File: config.mk
export PLATFORM = sky130hd
export DESIGN_NAME = ism_divider
export DESIGN_NICKNAME = d
export VERILOG_FILES = /design/src/sv/ism_pkg.sv /design/src/sv/ism_divider.sv
export SDC_FILE = /design/constraint.sdc
export NUM_CORES = 1
export LEC_CHECK = 0
export ABC_AREA = 1
export BUFFER_PORTS_ARGS = -buffer_cell sky130_fd_sc_hd__buf_2
export CAP_MARGIN = 20
export CORE_MARGIN = 4
export CORE_UTILIZATION = 55
export CTS_BUF_LIST = sky130_fd_sc_hd__clkbuf_8
export DETAILED_ROUTE_END_ITERATION = 8
export PLACE_DENSITY = 0.78
export SETUP_SLACK_MARGIN = 0.4
export SLEW_MARGIN = 40
export SYNTH_ARGS = -nofsm -noshare
export SYNTH_HDL_FRONTEND = slang
export SYNTH_SLANG_ARGS = --single-unit
File: constraint.sdc
create_clock -name clk -period 2.2 [get_ports clk]
set_input_delay 0.33 -clock clk [delete_from_list [all_inputs] [get_ports clk]]
set_output_delay 0.33 -clock clk [all_outputs]
set_load 0.005 [all_outputs]
File: src/sv/ism_pkg.sv
`default_nettype none

package ism_pkg;

    localparam int DATA_W = 32;

    localparam logic [3:0] OP_CONST = 4'd0;
    localparam logic [3:0] OP_ADD   = 4'd1;
    localparam logic [3:0] OP_SUB   = 4'd2;
    localparam logic [3:0] OP_MUL   = 4'd3;
    localparam logic [3:0] OP_DIV   = 4'd4;
    localparam logic [3:0] OP_MAX   = 4'd5;
    localparam logic [3:0] OP_MIN   = 4'd6;
    localparam logic [3:0] OP_NEG   = 4'd7;
    localparam logic [3:0] OP_DUP   = 4'd8;
    localparam logic [3:0] OP_SWAP  = 4'd9;

    localparam logic [1:0] ERR_OK      = 2'd0;
    localparam logic [1:0] ERR_UNDER   = 2'd1;
    localparam logic [1:0] ERR_OVER    = 2'd2;
    localparam logic [1:0] ERR_DIVZERO = 2'd3;

    typedef enum logic [1:0] {
        S_IDLE,
        S_EXEC,
        S_DIV,
        S_RESP
    } state_t;

    typedef struct packed {
        logic              start;
        logic [DATA_W-1:0] num;
        logic [DATA_W-1:0] den;
    } div_req_t;

    typedef struct packed {
        logic              done;
        logic [DATA_W-1:0] quot;
    } div_rsp_t;

endpackage

`default_nettype wire

File: src/sv/ism_divider.sv
`default_nettype none

module ism_divider
    import ism_pkg::*;
(
    input  wire logic     clk,
    input  wire logic     rst_n,
    input  wire div_req_t req,
    output div_rsp_t      rsp
);

    logic              busy_reg, busy_next;
    logic              done_reg, done_next;
    logic [4:0]        cnt_reg, cnt_next;
    logic [DATA_W-1:0] rem_reg, rem_next;
    logic [DATA_W-1:0] quo_reg, quo_next;
    logic [DATA_W-1:0] den_reg, den_next;
    logic              neg_reg, neg_next;
    logic [DATA_W:0]   shifted;
    logic [DATA_W:0]   diff;

    always_comb
    begin
        busy_next = busy_reg;
        done_next = 1'b0;
        cnt_next  = cnt_reg;
        rem_next  = rem_reg;
        quo_next  = quo_reg;
        den_next  = den_reg;
        neg_next  = neg_reg;
        shifted   = {rem_reg, quo_reg[DATA_W-1]};
        diff      = shifted - {1'b0, den_reg};

        if (req.start)
        begin
            // Work on magnitudes; the sign is applied on the way out.
            busy_next = 1'b1;
            cnt_next  = '0;
            rem_next  = '0;
            quo_next  = req.num[DATA_W-1] ? (~req.num + 1'b1) : req.num;
            den_next  = req.den[DATA_W-1] ? (~req.den + 1'b1) : req.den;
            neg_next  = req.num[DATA_W-1] ^ req.den[DATA_W-1];
        end
        else if (busy_reg)
        begin
            if (!diff[DATA_W])
            begin
                rem_next = diff[DATA_W-1:0];
                quo_next = {quo_reg[DATA_W-2:0], 1'b1};
            end
            else
            begin
                rem_next = shifted[DATA_W-1:0];
                quo_next = {quo_reg[DATA_W-2:0], 1'b0};
            end
            cnt_next = cnt_reg + 5'd1;
            if (cnt_reg == 5'd31)
            begin
                busy_next = 1'b0;
                done_next = 1'b1;
            end
        end
    end

    always_ff @(posedge clk or negedge rst_n)
    begin
        if (!rst_n)
        begin
            busy_reg <= 1'b0;
            done_reg <= 1'b0;
            cnt_reg  <= '0;
        end
        else
        begin
            busy_reg <= busy_next;
            done_reg <= done_next;
            cnt_reg  <= cnt_next;
        end
    end

    always_ff @(posedge clk)
    begin
        rem_reg <= rem_next;
        quo_reg <= quo_next;
        den_reg <= den_next;
        neg_reg <= neg_next;
    end

    assign rsp.done = done_reg;
    assign rsp.quot = neg_reg ? (~quo_reg + 1'b1) : quo_reg;

endmodule

`default_nettype wire

# Word level (Yosys, flattened, before mapping)
# Cells that the tools add are included.
# word_totals
register_bits	104
out_inout_bits	33
wordCells	34
# op_classes
addsub	5
eq_ne	1
n_mux	15
bitwise	4
n_reduce_logical	1
# op_table
op	count
32-bit 2-to-1 mux	5
32-bit by 1-bit adder with 32-bit output, second input constant	3
32-bit NOT	3
33-bit by 32-bit subtractor with 33-bit output	1
31-bit 2-to-1 mux	1
5-bit 2-to-1 mux	2
1-bit 2-to-1 mux	7
5-bit by 1-bit adder with 5-bit output, second input constant	1
5-bit == test, second input constant	1
2-bit nonzero test	1
1-bit bitwise XOR	1

# Longest topological paths before layout
# depth
ltp_word	4
ltp_mapped	18
ltp_nobuf	17

# Worst setup path before layout
# Ideal clock, no wire load.
# synth_timing
path_type	register to register
startpoint	reg quo_reg[31]
endpoint	reg quo_reg[0] (data pin)
setup_ns	0.266
t_arrival_ns	2.017
setup_slack_ns	-0.083
path_stages_with_launch	17
period_less_slack_ns	2.283
path_cell_list	edfxtp_1 -> inv_1 -> ha_1 -> fa_1 -> inv_1 -> nand2_1 -> nand2_1 -> nand3_1 -> nand2_1 -> nand2_1 -> nand2_1 -> nand2_2 -> nand2_2 -> nand2_2 -> nand2_4 -> buf_4 -> o21ai_1
# synth_between
elab_chain_len	4
# synth_lines
item	line	text
start: declaration	ism_divider.sv:16	logic [DATA_W-1:0] quo_reg, quo_next;
start signal: assignment	ism_divider.sv:84	quo_reg <= quo_next;
33-bit by 32-bit subtractor with 33-bit output	ism_divider.sv:32	diff = shifted - {1'b0, den_reg};
1-bit 2-to-1 mux	ism_divider.sv:46	if (!diff[DATA_W])
32-bit 2-to-1 mux	ism_divider.sv:44	else if (busy_reg)
32-bit 2-to-1 mux	ism_divider.sv:34	if (req.start)
net quo_next[0]	ism_divider.sv:16	
# The timed path passes the listed nets, and every way through them passes these cells. The select of a mux whose other input is x is not followed.
# A chain may end at the register's enable or synchronous reset.

==> results by group <==
Critical path
  – Critical Path RT: 1.87 ns
  – Worst R2R Path Depth: 16
  – Crit path DAT: 2.42 ns
  – Launching point of the worst reg2reg path: den_reg[27]
  – Most frequent CP cell: inv_2
  – Crit Reg-Reg Endpoint: rem_reg[4]
  – Crit path cell chain: inv_2, ha_4, inv_2, nor3_4, nand2_2, nor2_4, nand4_1, buf_4, buf_6, o21ai_2, xnor2_1, buf_2
  – CP Max Fanout: 3
  – Element type at the critical path end: output pin
  – Startpoint types: register
  – Critical path type: reg -> out
  – Slowest CP cell: edfxtp_1
  – Crit-path max cell delay: 0.44 ns
  – Worst reg2reg setup slack: -0.24 ns

Die
  – I/O pin count: 100
  – Die height: 137 microns
  – Die ar.: 18800 sq um
  – CORE AREA: 16100 sq um
  – Initial Utilization: 57.0%
  – Die Width: 137 microns
  – Row count: 46

Power
  – Net Switching: 0.00197 W
  – Switching part of the total: 36.5%
  – Flop pwr share: 43.8%
  – Internal: 0.00343 W
  – Leak Pwr: 6.59 nW
  – Clock share of power: 21.7%
  – Comb pwr share: 34.5%
  – Max IR drop VDD: 0.380 mV
  – P per Cell Area: 443 nW/um^2

Clock tree
  – Clk slew on worst S/H paths: 0.10 ns
  – CTS Sinks: 104
  – Num CTS Buffers: 9
  – CTS tree: yes
  – Clock Tree Root: clkbuf_8
  – Bufs on Longest Clock Path: 2
  – Clock latency on the worst-skew pair: 0.40 ns
  – H-tree Lvls: 3

Global routing
  – First-pass GRT wire length: 45300 microns
  – Initial antenna violation count: 0
  – Largest net degree at the start of global routing: 68
  – Vias in the first global route: 9407
  – Grt total ovfl: 0
  – Total track usage: 30.6%

Timing
  – Count of final hold-check violations: 0
  – Actual slew at the worst max-slew pin: 0.540 ns
  – Hold_ws: 0.154 ns
  – Period utilization: 125%
  – RSZ-0062 raised after global routing: yes
  – Min Tclk post-route: 2.75 ns
  – Final setup TNS: -16.92 ns
  – Final worst slack: -0.550 ns
  – Max Freq: 364 MHz
  – Slew Viols, Final: 0
  – Final setup viols: 60
  – Skew final: 0.0141 ns
  – Slew HR: 63.8%

Logic synthesis
  – Post-synth EDFFs: 65
  – Cell Area, Synth: 9180 sq um
  – Netlist cell types: 39
  – Post-synth ARST share: 6.73%
  – Synth warn: 0
  – Post-Synthesis Cells: 1464
  – FF+latch count, synth: 104
  – Top cell type's share of synthesized area: 21.3%
  – Syn_area_per_cell: 6.27 sq um
  – Main area contributors after synthesis: edfxtp_1, nand2_1, inv_1
  – Synth area leader: edfxtp_1
  – Seq/Total Area, Yosys: 30.1%
  – Most used flip-flop cell after synthesis: edfxtp_1
  – Synthesized Nets: 1569

Detailed routing
  – Vias: 10445
  – Post-route ant nets: 0
  – Detailed Routing Iterations Pass 1: 6
  – Vias per inst: 5.48
  – Initial DRC count: 1254
  – DRC: 0
  – Final wirelength: 31000 microns
  – Routed WL per cell: 16.2 microns

Worst hold path
  – Hold path start: req[0]
  – Endpoint of the worst hold path: den_reg[0]
  – Worst Hold Depth: 1
  – Hold Path Class: in -> reg

Cells and area
  – Layout cells sized above 1: 25.7%
  – Antenna cell count: 0
  – Most frequent cells in the layout: nand2_1, inv_1, nor2_1, buf_4, buf_2
  – Final nets: 1791
  – Most common cell after layout, fill and taps aside: nand2_1
  – Area Overhead vs Synth: 32.8%
  – Post-Layout Cell Count: 1907

Job
  – Maxcap violations: 0

Place
  – Placed insts: 1841
  – Placer Congestion: 1.02
  – Post-DP HPWL: 20700 microns
  – PortBufs: 99

Status
  – Outcome: finished, violations left
  – Failing checks: negative setup slack
-- synthesized netlist by cell type (3+ instances only) --
| cell type | number |
|---|---|
| and3_1 | 4 |
| xor2_1 | 61 |
| inv_2 | 10 |
| buf_4 | 3 |
| clkbuf_1 | 22 |
| nor2_1 | 131 |
| nand3_1 | 102 |
| or2_2 | 3 |
| inv_1 | 278 |
| a31oi_1 | 10 |
| and2_1 | 6 |
| dfrtp_1 | 7 |
| o21ai_0 | 54 |
| xnor2_1 | 28 |
| nand2_2 | 3 |
| nor3_1 | 22 |
| clkinv_1 | 3 |
| ha_1 | 37 |
| nor4_1 | 6 |
| nand2_4 | 3 |
| dfxtp_1 | 32 |
| edfxtp_1 | 65 |
| nand2_1 | 493 |
| a21oi_1 | 31 |
| buf_6 | 4 |
| o21ai_1 | 14 |
| nand4_1 | 17 |
-- what timing repair did --
action                                  4_1_cts  5_1_grt
hold buffers                                  1        0
gates resized for setup                     137       93
gates cloned                                  5        1
pin swaps                                    47       49
hold endpoints to repair                      7        0
endpoints found under the setup margin       64      101
buffers inserted                             32       11
-- power groups by stage --
| stage | clock network [W] | logic (W) | registers [W] |
|---|---|---|---|
| after floorplan | 0 | 0.000866 | 0.00237 |
| after global placement | 0 | 0.00149 | 0.00239 |
| after detailed placement | 0 | 0.00152 | 0.00239 |
| after CTS | 0.00117 | 0.00168 | 0.00235 |
| after global routing | 0.00127 | 0.00202 | 0.00238 |
| final | 0.00117 | 0.00186 | 0.00237 |
-- worst max-delay path: cells and delay by family, from the launching register on --
kind | cells | cell delay [ns]
AO/OA/AOI/OAI | 1 | 0.12
XOR/XNOR | 1 | 0.15
adder cells (fa/ha/maj) | 1 | 0.13
buffers and inverters | 5 | 0.62
flip-flops | 1 | 0.44
AND/OR/NAND/NOR | 4 | 0.56
-- metal layers --
metal | global-route usage, % | wire (microns) | up-vias
li1 | - | - | 4971
met4 | 10.5 | 1360 | 0
met5 | 0 | 0 | -
met1 | 41.5 | 12700 | 4754
met3 | 6.17 | 2730 | 138
met2 | 48.7 | 14200 | 582
-- stage by stage --
stage | setup slack, ns | cell area (sq um) | utilization [%] | power, W
3_3_place_gp | 0.00785 | 10600 | 65.7 | 0.00388
2_1_floorplan | 0.0773 | 9240 | - | 0.00323
6_report | -0.550 | 12200 | 75.6 | 0.00540
5_1_grt | -0.662 | 12200 | 75.6 | 0.00567
4_1_cts | -0.428 | 11700 | 72.6 | 0.00520
3_5_place_dp | -0.0917 | 10600 | 65.7 | 0.00391
-- cell families after synthesis --
logic type | synth area share, %
AOI/OAI and AO/OA | 6.69
xor gates and xnor gates | 8.49
adders and majority gates | 5.26
buffers and inverters | 13.5
DFF | 30.1
and+or+nand+nor | 35.9
-- cell type report --
type                       count  area [sq um]
timing repair inverter         1          7.51
fill                        1171          3930
timing repair buffer         239          1830
tap                          216           270
sequential                   104          2770
clock buffer                   9           124
clock inverter                 7          57.6
multi-input combinational   1040          6030
inverter                     291          1100
-- worst max-delay path by stage --
stage / depth (start not counted) / startpoint / endpoint
after global routing: 14 / quo_reg[1] / rsp[30]
after global placement: 18 / quo_reg[31] / rem_reg[5]
final: 12 / quo_reg[1] / rsp[16]
after floorplan: 16 / quo_reg[31] / quo_reg[0]
after CTS: 12 / quo_reg[1] / rsp[26]
after detailed placement: 13 / quo_reg[1] / rsp[30]
No activity file was read; power rests on OpenSTA's default activity.
